===== config.mk =====
export PLATFORM = sky130hd
export DESIGN_NAME = voxel_ray_traversal_core
export DESIGN_NICKNAME = d
export VERILOG_FILES = /design/src/vrt_pkg.sv /design/src/vrt_div.sv /design/src/voxel_ray_traversal_core.sv
export SDC_FILE = /design/constraint.sdc
export NUM_CORES = 2
export LEC_CHECK = 0
export BUFFER_PORTS_ARGS = -buffer_cell sky130_fd_sc_hd__buf_2
export CORE_UTILIZATION = 30
export DETAILED_ROUTE_END_ITERATION = 10
export GPL_ROUTABILITY_DRIVEN = 1
export HOLD_SLACK_MARGIN = 0.03
export PLACE_DENSITY = 0.52
export RECOVER_POWER = 50
export SLEW_MARGIN = 20
export SYNTH_ARGS = -nofsm -noshare
export SYNTH_HDL_FRONTEND = slang
export SYNTH_SLANG_ARGS = --single-unit

===== constraint.sdc =====
create_clock -name clk -period 9.85 [get_ports clk]
set_input_delay 1.4775 -clock clk [delete_from_list [all_inputs] [get_ports clk]]
set_output_delay 1.4775 -clock clk [all_outputs]
set_load 0.03 [all_outputs]

===== src/vrt_pkg.sv =====
// Shared constants and codes for the voxel ray traversal core.
// No dependencies; imported by vrt_div, voxel_ray_traversal_core, vrt_checker and testbench.
package vrt_pkg;

  localparam int ITER_LIMIT = 1000;
  localparam int ITER_W     = 17;
  localparam int DIV_W      = 31;   // dividend width: up to 1.0 in Q.16 shifted by 14
  localparam int DVS_W      = 16;   // divisor width: direction magnitude
  localparam int CNT_W      = 5;

  localparam logic [1:0] KIND_QUERY = 2'd0;
  localparam logic [1:0] KIND_HIT   = 2'd1;
  localparam logic [1:0] KIND_MISS  = 2'd2;

  localparam logic [1:0] PH_IDLE  = 2'd0;
  localparam logic [1:0] PH_FIRST = 2'd1;
  localparam logic [1:0] PH_STEP  = 2'd2;

  localparam logic [DIV_W-1:0] ONE_SH14 = DIV_W'(32'd1 << 30);

endpackage


===== src/vrt_div.sv =====
// Restoring serial divider, one quotient bit per cycle.
// Depends on vrt_pkg for widths.
module vrt_div import vrt_pkg::*; (
  input  logic             clk,
  input  logic             rst_n,
  input  logic             start,
  input  logic [DIV_W-1:0] dividend,
  input  logic [DVS_W-1:0] divisor,
  output logic             done,
  output logic [DIV_W-1:0] quotient
);

  logic [DIV_W-1:0] dvd_r;
  logic [DIV_W-1:0] q_r;
  logic [DVS_W:0]   rem_r;
  logic [DVS_W-1:0] dvs_r;
  logic [CNT_W-1:0] cnt_r;
  logic             busy_r;
  logic             done_r;
  logic [DVS_W:0]   rem_sh;
  logic             ge;

  assign rem_sh = {rem_r[DVS_W-1:0], dvd_r[DIV_W-1]};
  assign ge     = rem_sh >= {1'b0, dvs_r};

  always_ff @(posedge clk) begin
    if (!rst_n) begin
      busy_r <= 1'b0;
      done_r <= 1'b0;
      cnt_r  <= '0;
    end else begin
      done_r <= 1'b0;
      if (start) begin
        busy_r <= 1'b1;
        cnt_r  <= '0;
        dvd_r  <= dividend;
        dvs_r  <= divisor;
        rem_r  <= '0;
        q_r    <= '0;
      end else if (busy_r) begin
        rem_r <= ge ? rem_sh - {1'b0, dvs_r} : rem_sh;
        q_r   <= {q_r[DIV_W-2:0], ge};
        dvd_r <= {dvd_r[DIV_W-2:0], 1'b0};
        cnt_r <= cnt_r + 1'b1;
        if (cnt_r == CNT_W'(DIV_W - 1)) begin
          busy_r <= 1'b0;
          done_r <= 1'b1;
        end
      end
    end
  end

  assign done     = done_r;
  assign quotient = q_r;

endmodule


===== src/voxel_ray_traversal_core.sv =====
// Voxel grid walker: sequencer around a shared serial divider and multiplier.
// Depends on vrt_pkg and vrt_div.
//
//   channel | direction | handshake        | payload
//   in      | input     | in_valid/ready   | action, origin, dir, voxel flags
//   out     | output    | out_valid/ready  | result_kind, cell_x/y/z
//   cfg     | input     | cfg_we           | cfg_wdata (max_reach)
//
// A start beat runs one 31-step division per non-zero direction axis through
// the shared divider.
// A reply beat that advances runs axis select, three multiply/accumulate
// pairs, then one division for the crossed axis.
// Hits, misses and steps with no moving axis go straight to the emit state,
// and an ignored reply stays idle. Reset is synchronous.
// A finished result sits in the output register; in_ready drops while
// a ray start or step is in flight or a result waits for the output register.
module voxel_ray_traversal_core import vrt_pkg::*; (
  input  logic               clk,
  input  logic               rst_n,
  input  logic               in_valid,
  output logic               in_ready,
  input  logic               in_action,
  input  logic signed [31:0] in_origin_x,
  input  logic signed [31:0] in_origin_y,
  input  logic signed [31:0] in_origin_z,
  input  logic signed [15:0] in_dir_x,
  input  logic signed [15:0] in_dir_y,
  input  logic signed [15:0] in_dir_z,
  input  logic               in_voxel_present,
  input  logic               in_voxel_solid,
  output logic               out_valid,
  input  logic               out_ready,
  output logic [1:0]         out_result_kind,
  output logic signed [15:0] out_cell_x,
  output logic signed [15:0] out_cell_y,
  output logic signed [15:0] out_cell_z,
  input  logic               cfg_we,
  input  logic [23:0]        cfg_wdata
);

  localparam logic [2:0] S_IDLE  = 3'd0;
  localparam logic [2:0] S_SDIV  = 3'd1;
  localparam logic [2:0] S_SWAIT = 3'd2;
  localparam logic [2:0] S_MUL   = 3'd3;
  localparam logic [2:0] S_ACC   = 3'd4;
  localparam logic [2:0] S_FIX   = 3'd5;
  localparam logic [2:0] S_FWAIT = 3'd6;
  localparam logic [2:0] S_EMIT  = 3'd7;

  logic [2:0]              st_r;
  logic [1:0]              phase_r;
  logic [1:0]              ax_r;
  logic [1:0]              sel_r;
  logic [23:0]             max_reach_r;
  logic [31:0]             pos_r  [3];
  logic [15:0]             cell_r [3];
  logic signed [15:0]      dir_r  [3];
  logic [31:0]             face_r [3];
  logic [31:0]             reach_r;
  logic [31:0]             t_r;
  logic [ITER_W-1:0]       iter_r;
  logic signed [48:0]      prod_r;
  logic [1:0]              kind_r;
  logic                    out_valid_r;
  logic [1:0]              out_kind_r;
  logic [15:0]             out_cell_r [3];

  logic                    div_start;
  logic [DIV_W-1:0]        div_dvd;
  logic [DVS_W-1:0]        div_dvs;
  logic                    div_done;
  logic [DIV_W-1:0]        div_q;

  logic                    accept;
  logic signed [15:0]      dir_ax;
  logic [15:0]             mag_ax;
  logic [16:0]             num_ax;
  logic [1:0]              best;
  logic                    found;
  logic [31:0]             reach_dec;

  assign accept = in_valid && in_ready;
  assign dir_ax = dir_r[ax_r];
  assign mag_ax = dir_ax[15] ? 16'(-dir_ax) : 16'(dir_ax);
  assign num_ax = dir_ax[15] ? {1'b0, pos_r[ax_r][15:0]}
                             : 17'h10000 - {1'b0, pos_r[ax_r][15:0]};
  assign reach_dec = reach_r - t_r;

  // least face distance among moving axes, ties to the lower axis
  always_comb begin
    best  = 2'd0;
    found = 1'b0;
    for (int i = 0; i < 3; i++) begin
      if (dir_r[i] != 16'sd0) begin
        if (!found || face_r[i] < face_r[best]) begin
          best = 2'(i);
        end
        found = 1'b1;
      end
    end
  end

  always_comb begin
    div_start = 1'b0;
    div_dvd   = ONE_SH14;
    div_dvs   = mag_ax;
    if (st_r == S_SDIV && dir_ax != 16'sd0) begin
      div_start = 1'b1;
      div_dvd   = {num_ax, 14'd0};
    end else if (st_r == S_FIX) begin
      div_start = 1'b1;
    end
  end

  vrt_div u_div (
    .clk      (clk),
    .rst_n    (rst_n),
    .start    (div_start),
    .dividend (div_dvd),
    .divisor  (div_dvs),
    .done     (div_done),
    .quotient (div_q)
  );

  always_ff @(posedge clk) begin
    if (!rst_n) begin
      st_r        <= S_IDLE;
      phase_r     <= PH_IDLE;
      ax_r        <= 2'd0;
      max_reach_r <= 24'd393216;
      out_valid_r <= 1'b0;
      iter_r      <= '0;
      reach_r     <= '0;
    end else begin
      if (cfg_we) begin
        max_reach_r <= cfg_wdata;
      end
      // the emit state reloads the output register itself
      if (out_valid_r && out_ready && st_r != S_EMIT) begin
        out_valid_r <= 1'b0;
      end
      unique case (st_r)
        S_IDLE: begin
          if (accept) begin
            if (!in_action) begin
              pos_r[0]  <= in_origin_x;
              pos_r[1]  <= in_origin_y;
              pos_r[2]  <= in_origin_z;
              cell_r[0] <= in_origin_x[31:16];
              cell_r[1] <= in_origin_y[31:16];
              cell_r[2] <= in_origin_z[31:16];
              dir_r[0]  <= in_dir_x;
              dir_r[1]  <= in_dir_y;
              dir_r[2]  <= in_dir_z;
              ax_r      <= 2'd0;
              st_r      <= S_SDIV;
            end else if (phase_r != PH_IDLE) begin
              if (!in_voxel_present) begin
                kind_r <= KIND_MISS;
                st_r   <= S_EMIT;
              end else if (phase_r == PH_STEP && iter_r == '0) begin
                kind_r <= KIND_MISS;
                st_r   <= S_EMIT;
              end else begin
                if (phase_r == PH_STEP) begin
                  iter_r <= iter_r - 1'b1;
                end
                if ($signed(reach_r) <= 32'sd0) begin
                  kind_r <= KIND_MISS;
                  st_r   <= S_EMIT;
                end else if (in_voxel_solid) begin
                  kind_r <= KIND_HIT;
                  st_r   <= S_EMIT;
                end else if (!found) begin
                  phase_r <= PH_STEP;
                  kind_r  <= KIND_QUERY;
                  st_r    <= S_EMIT;
                end else begin
                  sel_r <= best;
                  t_r   <= face_r[best];
                  ax_r  <= 2'd0;
                  st_r  <= S_MUL;
                end
              end
            end
          end
        end
        S_SDIV: begin
          if (dir_ax == 16'sd0) begin
            face_r[ax_r] <= '0;
            if (ax_r == 2'd2) begin
              reach_r <= {8'd0, max_reach_r};
              iter_r  <= ITER_W'(ITER_LIMIT + 1);
              phase_r <= PH_FIRST;
              kind_r  <= KIND_QUERY;
              st_r    <= S_EMIT;
            end else begin
              ax_r <= ax_r + 1'b1;
            end
          end else begin
            st_r <= S_SWAIT;
          end
        end
        S_SWAIT: begin
          if (div_done) begin
            face_r[ax_r] <= {1'b0, div_q};
            if (ax_r == 2'd2) begin
              reach_r <= {8'd0, max_reach_r};
              iter_r  <= ITER_W'(ITER_LIMIT + 1);
              phase_r <= PH_FIRST;
              kind_r  <= KIND_QUERY;
              st_r    <= S_EMIT;
            end else begin
              ax_r <= ax_r + 1'b1;
              st_r <= S_SDIV;
            end
          end
        end
        S_MUL: begin
          prod_r <= $signed(49'(dir_ax)) * $signed(49'({1'b0, t_r}));
          st_r   <= S_ACC;
        end
        S_ACC: begin
          // arithmetic shift by 14 is the floor of the move
          pos_r[ax_r] <= pos_r[ax_r] + 32'(prod_r[45:14]);
          if (dir_ax != 16'sd0) begin
            face_r[ax_r] <= face_r[ax_r] - t_r;
          end
          if (ax_r == 2'd2) begin
            ax_r <= sel_r;
            st_r <= S_FIX;
          end else begin
            ax_r <= ax_r + 1'b1;
            st_r <= S_MUL;
          end
        end
        S_FIX: begin
          // snap the crossed axis onto its face
          if (!dir_ax[15]) begin
            cell_r[ax_r] <= cell_r[ax_r] + 1'b1;
            pos_r[ax_r]  <= {cell_r[ax_r] + 16'd1, 16'd0};
          end else begin
            cell_r[ax_r] <= cell_r[ax_r] - 1'b1;
            pos_r[ax_r]  <= {cell_r[ax_r], 16'd0};
          end
          reach_r <= reach_dec;
          st_r    <= S_FWAIT;
        end
        S_FWAIT: begin
          if (div_done) begin
            face_r[ax_r] <= {1'b0, div_q};
            if (reach_r[31]) begin
              kind_r <= KIND_MISS;
            end else begin
              phase_r <= PH_STEP;
              kind_r  <= KIND_QUERY;
            end
            st_r <= S_EMIT;
          end
        end
        S_EMIT: begin
          if (!out_valid_r || out_ready) begin
            out_valid_r <= 1'b1;
            out_kind_r  <= kind_r;
            for (int i = 0; i < 3; i++) begin
              out_cell_r[i] <= (kind_r == KIND_MISS) ? 16'd0 : cell_r[i];
            end
            if (kind_r != KIND_QUERY) begin
              phase_r <= PH_IDLE;
            end
            st_r <= S_IDLE;
          end
        end
        default: st_r <= S_IDLE;
      endcase
    end
  end

  assign in_ready        = (st_r == S_IDLE);
  assign out_valid       = out_valid_r;
  assign out_result_kind = out_kind_r;
  assign out_cell_x      = out_cell_r[0];
  assign out_cell_y      = out_cell_r[1];
  assign out_cell_z      = out_cell_r[2];

`ifndef SYNTH
  a_miss_zero: assert property (@(posedge clk) disable iff (!rst_n)
    out_valid_r && out_kind_r == KIND_MISS |->
      out_cell_r[0] == 16'd0 && out_cell_r[1] == 16'd0 && out_cell_r[2] == 16'd0)
    else $error("miss carries a cell");
  a_div_done: assert property (@(posedge clk) disable iff (!rst_n)
    div_done |-> st_r == S_SWAIT || st_r == S_FWAIT)
    else $error("divider finished outside a wait");
  a_iter_range: assert property (@(posedge clk) disable iff (!rst_n)
    iter_r <= ITER_W'(ITER_LIMIT + 1))
    else $error("iteration count out of range");
  a_emit_idle: assert property (@(posedge clk) disable iff (!rst_n)
    st_r == S_EMIT && (!out_valid_r || out_ready) |=> st_r == S_IDLE && out_valid_r)
    else $error("result not loaded");
`endif

endmodule


After elaboration in Yosys (flattened, before gate mapping)
Memories as Yosys holds them, arrays and structs flattened. A register that Yosys moved wholly into a read port is not among the register bits.
Cells that the tools add are included.
{"block": "word_totals", "inputBits": 176, "ff_bits": 234, "mem_count": 5, "elab_cells": 282, "out_inout_bits": 52, "ram_bits": 336}
{"block": "classes", "multipliers": 1, "bitwise": 11, "add_sub_neg": 11, "mux": 155, "reduce_logical": 41, "magnitude_cmp": 4, "n_eq_ne": 35}
{"memory": "face_r", "depth": 3, "word_bits": 32, "rd": 6, "rd_ports_with_merged_regs": 2, "write_ports": 1, "line_no": "voxel_ray_traversal_core.sv:58", "rtl": "logic [31:0] face_r [3];"}
{"memory": "pos_r", "depth": 3, "word_bits": 32, "rd": 1, "rd_ports_with_merged_regs": 1, "write_ports": 3, "line_no": "voxel_ray_traversal_core.sv:55", "rtl": "logic [31:0] pos_r [3];"}
{"memory": "cell_r", "depth": 3, "word_bits": 16, "rd": 4, "rd_ports_with_merged_regs": 1, "write_ports": 3, "line_no": "voxel_ray_traversal_core.sv:56", "rtl": "logic [15:0] cell_r [3];"}
{"memory": "dir_r", "depth": 3, "word_bits": 16, "rd": 4, "rd_ports_with_merged_regs": 1, "write_ports": 3, "line_no": "voxel_ray_traversal_core.sv:57", "rtl": "logic signed [15:0] dir_r [3];"}
{"memory": "out_cell_r", "depth": 3, "word_bits": 16, "rd": 3, "rd_ports_with_merged_regs": 0, "write_ports": 3, "line_no": "voxel_ray_traversal_core.sv:66", "rtl": "logic [15:0] out_cell_r [3];"}
{"operator": "2-to-1 mux 32 bit", "n": 9}
{"operator": "2-to-1 mux 17 bit", "n": 10}
{"operator": "2-to-1 mux 31 bit", "n": 4}
{"operator": "2-to-1 mux 16 bit", "n": 7}
{"operator": "2-to-1 mux 2 bit", "n": 52}
{"operator": "case mux 32 bit (3 select lines)", "n": 1}
{"operator": "less-than comparator 32 bit", "n": 2}
{"operator": "nonzero test 16 bit", "n": 4}
{"operator": "subtractor 32 bit", "n": 2}
{"operator": "2-to-1 mux 1 bit", "n": 51}
{"operator": "case mux 17 bit (3 select lines)", "n": 1}
{"operator": "multiplier 16 x 33 -> 46 bit", "n": 1}
{"operator": "2-to-1 mux 3 bit", "n": 15}
{"operator": "adder 32 bit", "n": 1}
{"operator": "less-or-equal comparator 32 x 1 -> 1 bit (second input constant)", "n": 1}
{"operator": "OR reduction 32 bit", "n": 1}
{"operator": "case mux 3 bit (8 select lines)", "n": 1}
{"operator": "AND reduction 10 bit", "n": 2}
{"operator": "AND reduction 9 bit", "n": 2}
{"operator": ">= comparator 17 x 16 -> 1 bit", "n": 1}
{"operator": "logical NOT 17 bit", "n": 1}
{"operator": "subtractor 17 x 1 -> 17 bit (second input constant)", "n": 1}
{"operator": "subtractor 17 x 16 -> 17 bit (first input constant)", "n": 1}
{"operator": "adder 16 x 1 -> 16 bit (second input constant)", "n": 1}
{"operator": "other kinds (36)", "n": 86}

Depth between registers and ports, before layout
An unclocked memory read counts as a cell.
{"block": "logic_depth", "word_depth": 16, "depth_mapped": 29, "ltp_nobuf": 25}

Hierarchy
A second synthesis with hierarchy kept.
{"block": "unflattened", "cells_unflattened": 4009, "hier_area_um2": 42328.1}
{"mod": "voxel_ray_traversal_core", "area_each_um2": 37467.2, "seq_area_each_um2": 13853.3, "cells_each": 3641, "instances": 1}
{"mod": "vrt_div", "area_each_um2": 4860.9, "seq_area_each_um2": 2962.8, "cells_each": 368, "instances": 1}

Worst setup path before layout
Ideal clock, no wire load.
{"block": "synth_path", "path_kind": "flip-flop to flip-flop", "from": "reg with a tool-made name", "to": "reg prod_r[29], data pin", "path_stages_with_launch": 29, "n_path_buf": 7, "required_time_ns": 9.586, "setup_ns": 0.264, "setup_slack_ns": 2.443, "arrival_ns": 7.143, "period_less_slack_ns": 7.407, "cell_sequence": "dfxtp_1 -> buf_2 -> buf_2 -> buf_2 -> buf_2 -> buf_2 -> buf_2 -> o21a_1 -> clkbuf_1 -> nor2_1 -> fa_1 -> inv_1 -> fa_1 -> fa_1 -> fa_1 -> inv_1 -> fa_1 -> inv_1 -> fa_1 -> inv_1 -> ha_1 -> a2111oi_0 -> o311a_1 -> nor2_1 -> o31ai_1 -> a311o_1 -> nor2_1 -> a211oi_1 -> xnor2_1"}
{"element": "end signal, assigned", "line_no": "voxel_ray_traversal_core.sv:220", "rtl": "prod_r <= $signed(49'(dir_ax)) * $signed(49'({1'b0, t_r}));"}
{"element": "end, declared", "line_no": "voxel_ray_traversal_core.sv:62", "rtl": "logic signed [48:0] prod_r;"}

==> metrics.csv <==
metric,value,unit
Synth Area in Compound Gates,8.764,%
share of the synthesized area in the top cell type,35.09,%
Die X-Extent,374.3,µm
Netlist cell types,89,
I/O pin cnt,228,
Peak Freq,0.1247,GHz
global route overflow,0,
initial antenna violation count,5,
Async SR Flop Fraction,0,%
"Seq/Total Area, Yosys",39.42,%
"Avg Cell Area, Syn",10.50,µm²
Routed Antenna Nets,0,
deepest clock path buffer count,3,
TNS Setup,0,ns
Rel. slew slack,-103.5,%
routability cong.,0.8733,
Worst setup EP type,register,
Worst Tran Pin Value,3.052,ns
post-CTS sizing,0,
Worst Path Max Fanout,27,
initial DRC count,2231,
vias in the first global route,30730,
wire per inst,21.12,µm
post-synthesis adder-cell area fraction,21.04,%
post-synthesis mux area share,7.428,%
WL final,126800,µm
ranking of synthesized cells by area,"edfxtp_1 (35%), fa_1 (13%), ha_1 (7.6%)",
CTS Sinks,576,
Period minus WS final,8.021,ns
fraction of layout cells with a size suffix above 1,10.51,%
post-layout util,34.19,%
failing checks,"capacitance limit, slew limit",
Yosys reg bits,576,
outcome,"finished, violations left",
worst path arrival time,8.41,ns
Synth area leader,edfxtp_1,
Total Die Area,0.1401,mm²
CTS buffer count,71,
final hold vios,0,
Starting Density,30.25,%
Post-DP HPWL,93880,µm
Tot GR Track Use,18.09,%
Max Cap Viol,11,
CTS clock-pin slew for the worst setup and hold paths,0.06,ns
YS warnings,0,
clk root buf,clkbuf_16,
router iterations before antenna repair,6,
CTS tree,done,
Post-Synth Simple-Gate Area,13.12,%
largest family of logic cells by synthesized area,adder cells,
# Post-CTS Setup Buffers,0,
prevailing post-synth register cell,edfxtp_1,
Syn Std Cell Area,0.04159,mm²
clock skew,0.04692,ns
RSZ-0062 raised after global routing,false,
setup violators final,0,
"EDFF count, synth",486,
Worst Setup Path Type,reg2reg,
# port buffers,227,
critical path required time,10.24,ns
worst hold path class,reg2reg,
clk_lat worst skew,0.69,ns
Core ar.,0.1375,mm²
largest net degree at the start of global routing,75,
CTS H-Tree Depth,3,
Layout Nets,4862,
startpoint type of the worst setup path,register,
Slew Limit Fails,413,
Via density,5.029,
# rows,136,
Post-CTS Hold Fix Bufs,0,
syn nets,4668,
Filler cells,13900,
Synth Area in XOR/XNOR,3.764,%
synthesized instance count,3961,
first-pass GRT wire length,192700,µm
# DRC,0,
Area Growth Syn to Fin,13.04,%
"Period Utilization, post-route",81.43,%
die span in y,374.3,µm
via count,30200,
## final cells by class
class,count,area [µm²],share of cell area (%)
Antenna cell,3,7.507,0.01597
Clock buffer,90,1893,4.027
Clock inverter,35,396.6,0.8437
Inverter,543,2038,4.336
Multi-Input combinational cell,2681,22600,48.08
Sequential cell,576,16400,34.89
Tap cell,1794,2245,4.775
Timing Repair Buffer,282,1426,3.034
## metrics by stage
step / hold WS [ns] / setup WS (ns) / cells / instance area (µm²)
finish: 0.4655 / 1.829 / 6004 / 47010
global route: 0.4918 / 1.298 / 6002 / 47010
CTS: 0.4658 / 1.755 / 6001 / 47190
detailed placement: 0.4574 / 1.814 / 5876 / 44900
global placement: 0.4547 / 1.946 / 5875 / 44870
floorplan: 0.4350 / 2.443 / 3961 / 41590
## path summary, 6_finish.rpt
kind | startpoint | endpoint | slack, ns | depth (start not counted)
setup reg to reg | register | prod_r[26] | 1.83 | 22
hold / removal | reach_r[0] | reach_r[0] | 0.47 | 2
setup / recovery | register | prod_r[26] | 1.83 | 22
hold reg to reg | reach_r[0] | reach_r[0] | 0.47 | 2
## placed cells by master, fill, tap and decap left out, types with 45 or more instances in the layout
master	count
inv_1	538
edfxtp_1	486
nand2_1	448
fa_1	279
nor2_1	270
ha_1	252
o21ai_0	182
buf_2	142
a21oi_1	132
mux2i_1	114
clkbuf_1	113
xnor2_1	102
and2_1	94
dfxtp_1	88
xor2_1	74
clkbuf_16	72
mux4_2	64
nand3_1	56
and3_1	47
mux2_2	45
a21o_1	45
## kinds of logic after synthesis
logic type      after synthesis
xor+xnor                    177
flops                       576
buf+inv                     704
mux                         223
simple gates               1168
fa+ha+maj                   532
compound gates              581
## sequential cells by signal (all words and copies together), names as in the netlist, 3 cells and up, named ones only
name	count
max_reach_r	24
reach_r	32
t_r	32
dir_r	48
face_r	128
iter_r	17
u_div.quotient	31
out_cell_r	48
prod_r	16
st_r	3
u_div.rem_r	16
cell_r	64
u_div.dvd_r	17
u_div.dvs_r	16
u_div.cnt_r	5
pos_r	64
## Yosys cell counts, types with 22 or more instances
cell type,count
nand3_1,56
mux2_2,45
nor2b_1,25
o21ai_0,187
dfxtp_1,90
ha_1,252
nand2b_1,29
and2_1,130
nor3_1,43
nor2_1,273
xor2_1,74
and3_1,47
edfxtp_1,486
clkbuf_1,131
mux2i_1,114
a21oi_1,132
xnor2_1,101
fa_1,279
nand4_1,25
a31oi_1,22
nor4_1,35
inv_1,539
o21a_1,26
mux4_2,64
a21o_1,46
a211oi_1,24
nand2_1,449
## layer usage
| layer | wire length [µm] | vias to the layer above | GRT usage [%] |
|---|---|---|---|
| li1 | - | 13950 | - |
| met1 | 56130 | 15140 | 24.21 |
| met2 | 59870 | 944 | 29.87 |
| met3 | 7357 | 163 | 2.818 |
| met4 | 3425 | 2 | 5.668 |
| met5 | 13 | - | 0 |
## worst max-delay path, stage by stage (launching register included)
cell and delay [ns]:
dfxtp_4 0.69, buf_4 0.51, mux2i_1 0.16, o21ai_2 0.70, buf_4 0.37, nand2_1 0.11
fa_1 0.51, inv_1 0.05, fa_1 0.47, fa_1 0.56, fa_1 0.43, fa_1 0.49
inv_1 0.05, fa_1 0.47, inv_1 0.04, ha_1 0.34, a21oi_1 0.28, nand2_1 0.09
o31ai_1 0.49, a311o_1 0.40, o21ai_0 0.18, a21oi_1 0.20, xnor2_1 0.08
Power is not shown: default switching activity piles up to over one toggle a cycle in this logic, so the estimate is an artifact.
